**src/rtl/dbd_pkg.sv**
```systemverilog
package dbd_pkg;

  // Field widths fixed by the interface.
  localparam int DAY_BITS          = 5;
  localparam int MONTH_BITS        = 4;
  localparam int FIELD_YEAR_BITS   = 16;
  localparam int COUNT_BITS        = 26;
  localparam int ORDER_BITS        = 2;
  localparam int MONTH_OFFSET_BITS = 9;

  // Default number of significant year bits.
  localparam int DEFAULT_YEAR_BITS = 16;

  // Calendar constants.
  localparam int DAYS_PER_YEAR    = 365;
  localparam int CENTURY_QUARTERS = 25;  // a century holds 25 four-year groups

  // Division by 25 as a multiply by a reciprocal and a right shift.
  // Exact for dividends below 2^15, which covers a quarter year of 16 bits.
  localparam int DIV25_SHIFT      = 19;
  localparam int DIV25_RECIP_BITS = 15;
  localparam logic [DIV25_RECIP_BITS-1:0] DIV25_RECIP = 15'd20972;

  // Order codes.
  localparam logic [ORDER_BITS-1:0] ORDER_EARLIER = 2'd0;
  localparam logic [ORDER_BITS-1:0] ORDER_EQUAL   = 2'd1;
  localparam logic [ORDER_BITS-1:0] ORDER_LATER   = 2'd2;

  // Depth of the queue between front and back.
  localparam int QUEUE_DEPTH = 2;

  typedef struct packed {
    logic [DAY_BITS-1:0]        first_day;
    logic [MONTH_BITS-1:0]      first_month;
    logic [FIELD_YEAR_BITS-1:0] first_year;
    logic [DAY_BITS-1:0]        second_day;
    logic [MONTH_BITS-1:0]      second_month;
    logic [FIELD_YEAR_BITS-1:0] second_year;
  } dates_t;

  typedef struct packed {
    logic signed [COUNT_BITS-1:0] day_count;
    logic [ORDER_BITS-1:0]        order;
  } result_t;

  // One date with its year already reduced to the significant bits.
  typedef struct packed {
    logic [DAY_BITS-1:0]        day;
    logic [MONTH_BITS-1:0]      month;
    logic [FIELD_YEAR_BITS-1:0] year;
  } date_t;

  // Work handed from the front to the back.
  typedef struct packed {
    date_t                 first;
    date_t                 second;
    logic [ORDER_BITS-1:0] order;
  } job_t;

  // Days in the months before the given one in a common year. Months past
  // twelve count the whole year, and month zero counts nothing.
  function automatic logic [MONTH_OFFSET_BITS-1:0] month_offset(
    input logic [MONTH_BITS-1:0] month
  );
    logic [MONTH_OFFSET_BITS-1:0] days;
    unique case (month)
      4'd0, 4'd1: days = 9'd0;
      4'd2:       days = 9'd31;
      4'd3:       days = 9'd59;
      4'd4:       days = 9'd90;
      4'd5:       days = 9'd120;
      4'd6:       days = 9'd151;
      4'd7:       days = 9'd181;
      4'd8:       days = 9'd212;
      4'd9:       days = 9'd243;
      4'd10:      days = 9'd273;
      4'd11:      days = 9'd304;
      4'd12:      days = 9'd334;
      default:    days = 9'd365;
    endcase
    return days;
  endfunction

endpackage

```
**src/rtl/days_between_dates_core.sv**
```systemverilog
// Channel   Ports                 Handshake
// input     dates (dates_t)       taken at a clock edge with start high and busy low
// result    result (result_t)     valid for the one cycle that done is high
//
// One item is taken per cycle.
// The front register loads at the accepting edge; done then follows one pass through the
// queue, the three stages of each ordinal unit and the output register.
// Reset (rst, synchronous) empties the front stage, the queue and the back pipeline.
// The receiver cannot stall; busy rises only if the queue is full, which the
// back, draining one item every cycle, never lets happen.
module days_between_dates_core #(
  parameter int YEAR_BITS = dbd_pkg::DEFAULT_YEAR_BITS
) (
  input  logic             clk,
  input  logic             rst,
  input  logic             start,
  input  dbd_pkg::dates_t  dates,
  output logic             busy,
  output logic             done,
  output dbd_pkg::result_t result
);

  logic          queue_full;
  logic          push;
  dbd_pkg::job_t push_job;
  logic          pop;
  logic          empty;
  dbd_pkg::job_t pop_job;

  dbd_front #(.YEAR_BITS(YEAR_BITS)) u_front (
    .clk        (clk),
    .rst        (rst),
    .start      (start),
    .dates      (dates),
    .busy       (busy),
    .queue_full (queue_full),
    .push       (push),
    .push_job   (push_job)
  );

  dbd_queue u_queue (
    .clk      (clk),
    .rst      (rst),
    .push     (push),
    .push_job (push_job),
    .full     (queue_full),
    .pop      (pop),
    .empty    (empty),
    .pop_job  (pop_job)
  );

  dbd_back #(.YEAR_BITS(YEAR_BITS)) u_back (
    .clk     (clk),
    .rst     (rst),
    .empty   (empty),
    .pop_job (pop_job),
    .pop     (pop),
    .done    (done),
    .result  (result)
  );

endmodule

```
**src/rtl/dbd_front.sv**
```systemverilog
module dbd_front #(
  parameter int YEAR_BITS = dbd_pkg::DEFAULT_YEAR_BITS
) (
  input  logic            clk,
  input  logic            rst,
  input  logic            start,
  input  dbd_pkg::dates_t dates,
  output logic            busy,
  input  logic            queue_full,
  output logic            push,
  output dbd_pkg::job_t   push_job
);

  localparam int YW = (YEAR_BITS < dbd_pkg::FIELD_YEAR_BITS) ?
                      YEAR_BITS : dbd_pkg::FIELD_YEAR_BITS;

  logic                  valid;
  dbd_pkg::job_t         job;
  logic                  stall;
  logic                  accept;
  dbd_pkg::job_t         job_next;
  logic [YW-1:0]         year1;
  logic [YW-1:0]         year2;

  // The front stage holds its item while the queue has no room.
  assign stall  = valid && queue_full;
  assign busy   = stall;
  assign accept = start && !busy;

  // Reduce the years and classify the order of the two dates.
  always_comb begin
    year1 = dates.first_year[YW-1:0];
    year2 = dates.second_year[YW-1:0];
    job_next.first.day     = dates.first_day;
    job_next.first.month   = dates.first_month;
    job_next.first.year    = dbd_pkg::FIELD_YEAR_BITS'(year1);
    job_next.second.day    = dates.second_day;
    job_next.second.month  = dates.second_month;
    job_next.second.year   = dbd_pkg::FIELD_YEAR_BITS'(year2);
    if (year1 != year2) begin
      job_next.order = (year1 > year2) ? dbd_pkg::ORDER_LATER : dbd_pkg::ORDER_EARLIER;
    end else if (dates.first_month != dates.second_month) begin
      job_next.order = (dates.first_month > dates.second_month) ?
                       dbd_pkg::ORDER_LATER : dbd_pkg::ORDER_EARLIER;
    end else if (dates.first_day != dates.second_day) begin
      job_next.order = (dates.first_day > dates.second_day) ?
                       dbd_pkg::ORDER_LATER : dbd_pkg::ORDER_EARLIER;
    end else begin
      job_next.order = dbd_pkg::ORDER_EQUAL;
    end
  end

  // Front register.
  always_ff @(posedge clk) begin
    if (rst) begin
      valid <= 1'b0;
    end else if (!stall) begin
      valid <= accept;
    end
  end

  always_ff @(posedge clk) begin
    if (!stall) begin
      job <= job_next;
    end
  end

  assign push     = valid && !queue_full;
  assign push_job = job;

endmodule

```
**src/rtl/dbd_queue.sv**
```systemverilog
module dbd_queue (
  input  logic          clk,
  input  logic          rst,
  input  logic          push,
  input  dbd_pkg::job_t push_job,
  output logic          full,
  input  logic          pop,
  output logic          empty,
  output dbd_pkg::job_t pop_job
);

  localparam int PW = (dbd_pkg::QUEUE_DEPTH > 1) ? $clog2(dbd_pkg::QUEUE_DEPTH) : 1;
  localparam int CW = $clog2(dbd_pkg::QUEUE_DEPTH + 1);

  dbd_pkg::job_t entries [dbd_pkg::QUEUE_DEPTH];
  logic [PW-1:0] wr_ptr;
  logic [PW-1:0] rd_ptr;
  logic [CW-1:0] count;
  logic          do_push;
  logic          do_pop;

  assign full    = (count == CW'(dbd_pkg::QUEUE_DEPTH));
  assign empty   = (count == '0);
  assign do_push = push && !full;
  assign do_pop  = pop && !empty;
  assign pop_job = entries[rd_ptr];

  // Pointers wrap at the queue depth.
  always_ff @(posedge clk) begin
    if (rst) begin
      wr_ptr <= '0;
      rd_ptr <= '0;
      count  <= '0;
    end else begin
      if (do_push) begin
        wr_ptr <= (wr_ptr == PW'(dbd_pkg::QUEUE_DEPTH - 1)) ? '0 : wr_ptr + 1'b1;
      end
      if (do_pop) begin
        rd_ptr <= (rd_ptr == PW'(dbd_pkg::QUEUE_DEPTH - 1)) ? '0 : rd_ptr + 1'b1;
      end
      case ({do_push, do_pop})
        2'b10:   count <= count + 1'b1;
        2'b01:   count <= count - 1'b1;
        default: count <= count;
      endcase
    end
  end

  // Entry storage.
  always_ff @(posedge clk) begin
    if (do_push) begin
      entries[wr_ptr] <= push_job;
    end
  end

endmodule

```
**src/rtl/dbd_ordinal.sv**
```systemverilog
module dbd_ordinal #(
  parameter int YEAR_BITS = dbd_pkg::DEFAULT_YEAR_BITS
) (
  input  logic                           clk,
  input  dbd_pkg::date_t                 date,
  output logic [dbd_pkg::COUNT_BITS-1:0] ordinal
);

  localparam int YW  = (YEAR_BITS < dbd_pkg::FIELD_YEAR_BITS) ?
                       YEAR_BITS : dbd_pkg::FIELD_YEAR_BITS;
  localparam int QW  = YW - 2;
  localparam int PW  = QW + dbd_pkg::DIV25_RECIP_BITS;
  localparam int RW  = PW - dbd_pkg::DIV25_SHIFT;
  localparam int MW  = YW + dbd_pkg::MONTH_OFFSET_BITS;
  localparam int CB  = dbd_pkg::COUNT_BITS;
  localparam int LW  = dbd_pkg::MONTH_OFFSET_BITS + 1;

  logic [YW-1:0] year;
  logic [YW-1:0] prev_year;

  // Stage one registers: products and the pieces they need later.
  logic [CB-1:0] s1_year_days;
  logic [PW-1:0] s1_prod_y;
  logic [PW-1:0] s1_prod_p;
  logic [QW-1:0] s1_quarter_y;
  logic [QW-1:0] s1_quarter_p;
  logic          s1_year_nz;
  logic          s1_div4;
  logic [dbd_pkg::MONTH_OFFSET_BITS-1:0] s1_month_days;
  logic          s1_past_feb;
  logic [dbd_pkg::DAY_BITS-1:0] s1_day;

  // Stage two logic and registers.
  logic [RW-1:0] cent_y;
  logic [RW-1:0] cent_p;
  logic [QW-1:0] cent_rem;
  logic          leap;
  logic [CB-1:0] s2_year_part;
  logic [LW-1:0] s2_in_year;

  assign year      = date.year[YW-1:0];
  assign prev_year = (year == '0) ? '0 : year - 1'b1;

  // Stage one: days of whole years and the reciprocal products for /25.
  always_ff @(posedge clk) begin
    s1_year_days  <= CB'(MW'(year) * MW'(dbd_pkg::DAYS_PER_YEAR));
    s1_prod_y     <= PW'(year[YW-1:2]) * PW'(dbd_pkg::DIV25_RECIP);
    s1_prod_p     <= PW'(prev_year[YW-1:2]) * PW'(dbd_pkg::DIV25_RECIP);
    s1_quarter_y  <= year[YW-1:2];
    s1_quarter_p  <= prev_year[YW-1:2];
    s1_year_nz    <= (year != '0);
    s1_div4       <= (year[1:0] == 2'b00);
    s1_month_days <= dbd_pkg::month_offset(date.month);
    s1_past_feb   <= (date.month >= dbd_pkg::MONTH_BITS'(3));
    s1_day        <= date.day;
  end

  // Centuries for this year and the year before, and the leap test.
  always_comb begin
    cent_y   = s1_prod_y[PW-1:dbd_pkg::DIV25_SHIFT];
    cent_p   = s1_prod_p[PW-1:dbd_pkg::DIV25_SHIFT];
    cent_rem = s1_quarter_y - QW'(QW'(cent_y) * QW'(dbd_pkg::CENTURY_QUARTERS));
    leap     = s1_div4 && ((cent_rem != '0) || (cent_y[1:0] == 2'b00));
  end

  // Stage two: year part (year 0 counts as a leap year) and in-year part.
  always_ff @(posedge clk) begin
    s2_year_part <= s1_year_days + CB'(s1_quarter_p) - CB'(cent_p)
                    + CB'(cent_p >> 2) + CB'(s1_year_nz);
    s2_in_year   <= LW'(s1_month_days) + LW'(leap && s1_past_feb) + LW'(s1_day);
  end

  // Stage three: ordinal day number.
  always_ff @(posedge clk) begin
    ordinal <= s2_year_part + CB'(s2_in_year);
  end

endmodule

```
**src/rtl/dbd_back.sv**
```systemverilog
module dbd_back #(
  parameter int YEAR_BITS = dbd_pkg::DEFAULT_YEAR_BITS
) (
  input  logic             clk,
  input  logic             rst,
  input  logic             empty,
  input  dbd_pkg::job_t    pop_job,
  output logic             pop,
  output logic             done,
  output dbd_pkg::result_t result
);

  localparam int LAT = 3;

  logic [LAT-1:0]                valid_pipe;
  logic [dbd_pkg::ORDER_BITS-1:0] order_pipe [LAT];
  logic [dbd_pkg::COUNT_BITS-1:0] ordinal1;
  logic [dbd_pkg::COUNT_BITS-1:0] ordinal2;

  // The back never stalls, so it takes an item whenever one waits.
  assign pop = !empty;

  dbd_ordinal #(.YEAR_BITS(YEAR_BITS)) u_first (
    .clk     (clk),
    .date    (pop_job.first),
    .ordinal (ordinal1)
  );

  dbd_ordinal #(.YEAR_BITS(YEAR_BITS)) u_second (
    .clk     (clk),
    .date    (pop_job.second),
    .ordinal (ordinal2)
  );

  // Item valid bits alongside the ordinal pipeline.
  always_ff @(posedge clk) begin
    if (rst) begin
      valid_pipe <= '0;
      done       <= 1'b0;
    end else begin
      valid_pipe <= {valid_pipe[LAT-2:0], pop};
      done       <= valid_pipe[LAT-1];
    end
  end

  // Order code follows its item.
  always_ff @(posedge clk) begin
    order_pipe[0] <= pop_job.order;
    for (int i = 1; i < LAT; i++) begin
      order_pipe[i] <= order_pipe[i-1];
    end
  end

  // Output register: signed difference of the ordinals.
  always_ff @(posedge clk) begin
    result.day_count <= signed'(ordinal2 - ordinal1);
    result.order     <= order_pipe[LAT-1];
  end

endmodule

```
**config.mk**
```make
export PLATFORM = sky130hd
export DESIGN_NAME = days_between_dates_core
export DESIGN_NICKNAME = d
export VERILOG_FILES = /design/src/rtl/dbd_pkg.sv /design/src/rtl/days_between_dates_core.sv /design/src/rtl/dbd_front.sv /design/src/rtl/dbd_queue.sv /design/src/rtl/dbd_ordinal.sv /design/src/rtl/dbd_back.sv
export SDC_FILE = /design/constraint.sdc
export NUM_CORES = 2
export LEC_CHECK = 0
export BUFFER_PORTS_ARGS = -buffer_cell sky130_fd_sc_hd__buf_2
export CAP_MARGIN = 20
export CORE_ASPECT_RATIO = 0.75
export CORE_MARGIN = 2
export CORE_UTILIZATION = 40
export CTS_BUF_LIST = sky130_fd_sc_hd__clkbuf_8 sky130_fd_sc_hd__clkbuf_16
export DETAILED_ROUTE_END_ITERATION = 10
export GPL_TIMING_DRIVEN = 1
export MAX_ROUTING_LAYER = met4
export SYNTH_ARGS = -nofsm -noshare
export SYNTH_HDL_FRONTEND = slang
export SYNTH_SLANG_ARGS = --single-unit
```
**constraint.sdc**
```tcl
create_clock -name clk -period 9.28 [get_ports clk]
set_clock_uncertainty 0.1 [all_clocks]
set_input_delay 0.928 -clock clk [delete_from_list [all_inputs] [get_ports clk]]
set_output_delay 0.928 -clock clk [all_outputs]
set_load 0.02 [all_outputs]
```
== Word level (Yosys, flattened, before mapping) ==
Memories as Yosys holds them, arrays and structs flattened. A register that Yosys moved wholly into a read port is not among the register bits.
Index checks and enable logic that the tools add are counted.
Operators by class
  multiplexer cells: 15
  reductions and logical operators: 25
  add/sub/neg operators: 23
  multipliers: 8
  eq/ne operators: 6
  $lt $le $gt $ge: 5
Operators by type and width (number)
  $mul A14 B13 Y27 const B: 4
  $add A25 B14 Y26: 2
  $add A26 B1 Y26: 2
  $add A26 B10 Y26: 2
  $add A26 B8 Y26: 2
  $sub A26 B10 Y26: 2
  $mul A16 B9 Y25 const B: 2
  $logic_not A16 Y1: 2
  $mux W16: 2
  $reduce_bool A16 Y1: 2
  $sub A16 B1 Y16 const B: 2
  $mul A10 B5 Y14 const B: 2
  $reduce_bool A14 Y1: 2
  $sub A14 B14 Y14: 2
  $sub A26 B26 Y26: 1
  $add A10 B5 Y10: 2
  $add A9 B1 Y10: 2
  $gt A16 B16 Y1: 1
  $ne A16 B16 Y1: 1
  $mux W2: 6
  $logic_not A2 Y1: 5
  $ge A4 B2 Y1 const B: 2
  $logic_and A1 B1 Y1: 8
  $mux W1: 6
  other kinds (13): 18
Storage, ports and cells
  memories: 4
  logic and storage cells: 124
  bits in registers: 441
  memory bits (read-only): 288
  output and inout port bits: 30
  memory bits (writable): 110
  input port bits: 53
Memory list
  (no name shown): words 16, bits a word 9, read ports 1, clocked after memory_dff 1, wr ports 0, line dbd_pkg.sv:66  | unique case (month)
  (no name shown): words 16, bits a word 9, read ports 1, clocked after memory_dff 1, wr ports 0, line dbd_pkg.sv:66
  u_queue.entries: words 2, bits a word 52, read ports 1, clocked after memory_dff 1, wr ports 1, line dbd_queue.sv:15  | dbd_pkg::job_t entries [dbd_pkg::QUEUE_DEPTH];
  u_back.order_pipe: words 3, bits a word 2, read ports 3, clocked after memory_dff 1, wr ports 3, line dbd_back.sv:16  | logic [dbd_pkg::ORDER_BITS-1:0] order_pipe [LAT];

== Longest topological paths before layout ==
  depth after elaboration: 8
  depth in mapped cells: 31
  gate-level depth less buffers: 29

== Hierarchy ==
A second synthesis with hierarchy kept.
Unflattened totals
  cell total of the unflattened synthesis: 4057
  area total of the unflattened synthesis: 42747.2 um2
By module, submodules not included
  dbd_ordinal at u_back.u_second: times used 1, seq. area each 3042.9 um2, cells each 1746, area each 17212.8 um2
  dbd_ordinal at u_back.u_first: times used 1, seq. area each 3042.9 um2, cells each 1716, area each 17051.4 um2
  dbd_queue: times used 1, seq. area each 3223.1 um2, cells each 188, area each 3961.3 um2
  dbd_front: times used 1, seq. area each 1581.5 um2, cells each 150, area each 2277.2 um2
  dbd_back: times used 1, seq. area each 760.7 um2, cells each 257, area each 2244.7 um2

== Worst setup path before layout ==
OpenSTA, ideal clock, no wires.
  path type: register -> register
  from: register (tool-made name)
  to: register u_back.u_first.s1_prod_p[28]
  slack: 1.151 ns
  setup time: 0.148 ns
  cell stages (with the launch flop): 28
  data required time: 9.032 ns
  arrival: 7.881 ns
  path buffers: 3
  clock period less this slack: 8.129 ns
  cell sequence: dfxtp_1 buf_4 buf_1 buf_2 mux2i_1 ha_1 a21boi_2 nand2b_1 nand3_1 a21oi_1 xnor2_1 nor2_1 ha_1 fa_1 fa_1 fa_1 inv_1 fa_1 inv_1 ha_1 a21o_1 a211o_1 a2111oi_0 nor4b_1 o31ai_1 a311oi_1 nor4b_1 a211oi_1
RTL lines
  end signal, assigned: line dbd_ordinal.sv:48  | s1_prod_p <= PW'(prev_year[YW-1:2]) * PW'(dbd_pkg::DIV25_RECIP);
  end, declared: line dbd_ordinal.sv:24  | logic [PW-1:0] s1_prod_p;

==> impl_metrics.ini <==
[floorplanning]
die_area_um2 = 110000
core_area_um2 = 106000
ioPinCount = 83
die_w_um = 382
start_util = 0.405
std_cell_rows = 103
die_h_um = 287

[critical_path]
path_class = reg2reg
crit_arrival_ns = 8.85
end_kind = register
worstSetupStartpointType = register
path_max_fanout = 33
crit_required_ns = 9.63

[routing]
wl_um = 98200
drc = 0
maxUsedRoutingLayer = met4
drtIter0Drc = 1897
ant_nets = 0
routed_via_density = 4.83
num_vias = 27700
wl_met1_um = 55200
wl_met2_um = 34300
avgRoutedWirePerCell_um = 17.2
dr.pass1.iters = 5
wl_met3_um = 7400

[sta]
hold_viol = 0
max_slew_margin = 0.299
tightest_slew_ns = 1.02
finalSetupViolations = 0
finalCriticalPeriod_ns = 8.50
min_period_over_period = 0.916
fin_setup_tns_ns = 0
slew_violations = 0
max_freq_ghz = 0.118
rsz0062_at_grt = false

[logic_synthesis]
synth-edff-count = 156
syn_nets = 5359
syn-instance-count = 4109
synth_top_area_cell = ha_1
synth.top_cell.area_share = 0.226
ys_warn_count = 0
yosysSeqAreaShare = 0.272
syn_area_um2 = 42800
ys_seq_elements = 504
async_flop_share = 0
syn_area_per_cell_um2 = 10.4
synthTopCellsByArea = ha_1, fa_1, dfxtp_1
ys_types = 89
ys.flop_type = dfxtp_1

[clocking]
cts_tree = yes
root_buffer = clkbuf_16
clock_latency_ns = 0.62
cts_setup_buffers = 0
ctsHtreeMaxLevel = 2
cts_buffer_depth = 3
ctsResizeCount = 0
numCtsBuffers = 51
cts_num_sinks = 504
cts_hold_buffers = 0
path_clk_slew_ns = 0.06

[global_routing]
grt_usage = 0.188
antenna_found_initial = 5
grt_pass1_wl_um = 157000
grt_max_degree = 54
grt_pass1_vias = 27600
overflow = 0

[cells_and_area]
drive_gt1_frac = 0.0595
area_growth_pct = 9.39
fin_nets = 5507

[status]
status = completed

[min_path]
hp-class = reg2reg

[place]
dp_hpwl_um = 83800
gp_congestion = 0.988
port_buffers = 82

[run]
drv_cap = 0
[flip-flops by register name, indices dropped and copies added (netlist names), 14 cells and up, named ones only]
| signal | flops |
|---|---|
| u_queue.entries | 104 |
| u_front.push_job | 52 |
| u_back.result | 28 |
| u_back.u_first.ordinal | 26 |
| u_back.u_first.s2_year_part | 26 |
| u_back.u_second.ordinal | 26 |
| u_back.u_second.s2_year_part | 26 |
| u_back.u_first.s1_year_days | 25 |
| u_back.u_second.s1_year_days | 25 |
| u_back.u_first.s1_quarter_p | 14 |
| u_back.u_first.s1_quarter_y | 14 |
| u_back.u_second.s1_quarter_p | 14 |
| u_back.u_second.s1_quarter_y | 14 |
[cells in the mapped netlist, drive strengths merged (31+ instances only)]
| master | number |
|---|---|
| a21o | 63 |
| nor2b | 33 |
| and3 | 33 |
| xnor2 | 171 |
| fa | 422 |
| nand2b | 31 |
| nand2 | 135 |
| ha | 775 |
| o21ai | 96 |
| edfxtp | 156 |
| dfxtp | 348 |
| nor3 | 53 |
| o21a | 32 |
| inv | 958 |
| nor2 | 138 |
| nand3 | 54 |
| mux2i | 42 |
| a21oi | 161 |
| xor2 | 73 |
[metrics by stage]
| stage | hold WS [ns] | util | worst slack [ns] | std cells | instance area [um^2] |
|---|---|---|---|---|---|
| after global placement | 0.212 | 0.427 | 1.13 | 5620 | 45200 |
| after detailed placement | 0.216 | 0.427 | 0.974 | 5620 | 45200 |
| after floorplan | 0.210 | - | 1.15 | 4109 | 42800 |
| final | 0.228 | 0.443 | 0.778 | 5721 | 46800 |
| after global routing | 0.249 | 0.443 | 0.368 | 5720 | 46800 |
| after CTS | 0.227 | 0.443 | 0.925 | 5715 | 46800 |
[worst max-delay path: stages, from the launching register on]
cell and delay, ns:
dfxtp_4 0.68, mux2i_1 0.54, ha_1 0.23, inv_1 0.05, a31oi_2 0.24, nor2_1 0.08, a211oi_1 0.45, o21ai_0 0.19
xnor2_1 0.35, and2_1 0.47, ha_1 0.35, fa_1 0.57, fa_1 0.45, fa_1 0.49, inv_1 0.05, fa_1 0.52
inv_1 0.04, ha_1 0.30, a21o_1 0.19, a211o_1 0.31, a2111oi_0 0.39, nor4b_1 0.15, o31ai_1 0.41, a311oi_1 0.27
nor4b_1 0.34, a211oi_1 0.08
[cells in the final DEF (no fill, tap or decap), types with 9 or more instances in the layout]
cell       count
and2_1        16
inv_1        968
a211oi_1      20
a21boi_0      12
ha_1         775
and4_1         9
nor2b_1       32
nor2_1       135
o211ai_1      18
a21o_1        62
nand3_1       54
o2111ai_1     14
buf_4         28
a211o_1        9
a21oi_1      159
o21bai_1      20
fa_1         422
buf_2         82
dfxtp_1      347
nand4_1       20
xor2_1        73
a2111oi_0     10
nand2b_1      31
nor4_1         9
xnor2_1      170
clkinv_2       9
nand2_1      135
mux2_2        23
and3_1        31
o31ai_1       11
or3_1         18
a31oi_1       13
mux2i_1       42
o21ai_0       91
o21a_1        32
clkbuf_16     54
edfxtp_1     156
nor3_1        53
[kinds of logic after synthesis]
group	share of synthesized area
xor gates and xnor gates	0.0501
and+or+nand+nor	0.0675
DFF	0.272
AOI/OAI and AO/OA	0.0844
adders and majority gates	0.424
buffers and inverters	0.0855
muxes	0.0169
[per-layer routing]
metal	vias up	global-route usage
li1	13800	-
met1	13200	0.302
met2	638	0.231
met3	85	0.0506
met4	0	0.0275
met5	-	-
[path summary, 6_finish.rpt]
path / start / end / slack, ns / cells past startpoint
worst min register to register: u_back.order_pipe[2][1] / u_back.result[1] / 0.23 / 0
worst max-delay path: register / u_back.u_first.s1_prod_p[28] / 0.78 / 25
worst max register to register: register / u_back.u_first.s1_prod_p[28] / 0.78 / 25
worst min-delay path: u_back.order_pipe[2][1] / u_back.result[1] / 0.23 / 0
[area by class of cell]
type	instances	area, um^2
clock inverter	36	248
tap	1417	1770
multi-input combinational	2632	27500
sequential	504	11700
clock buffer	59	1420
inverter	958	3600
fill	10100	58800
timing repair buffer	110	621
antenna	5	12.5
Power is not shown: default switching activity piles up to over one toggle a cycle in this logic, so the estimate is an artifact.
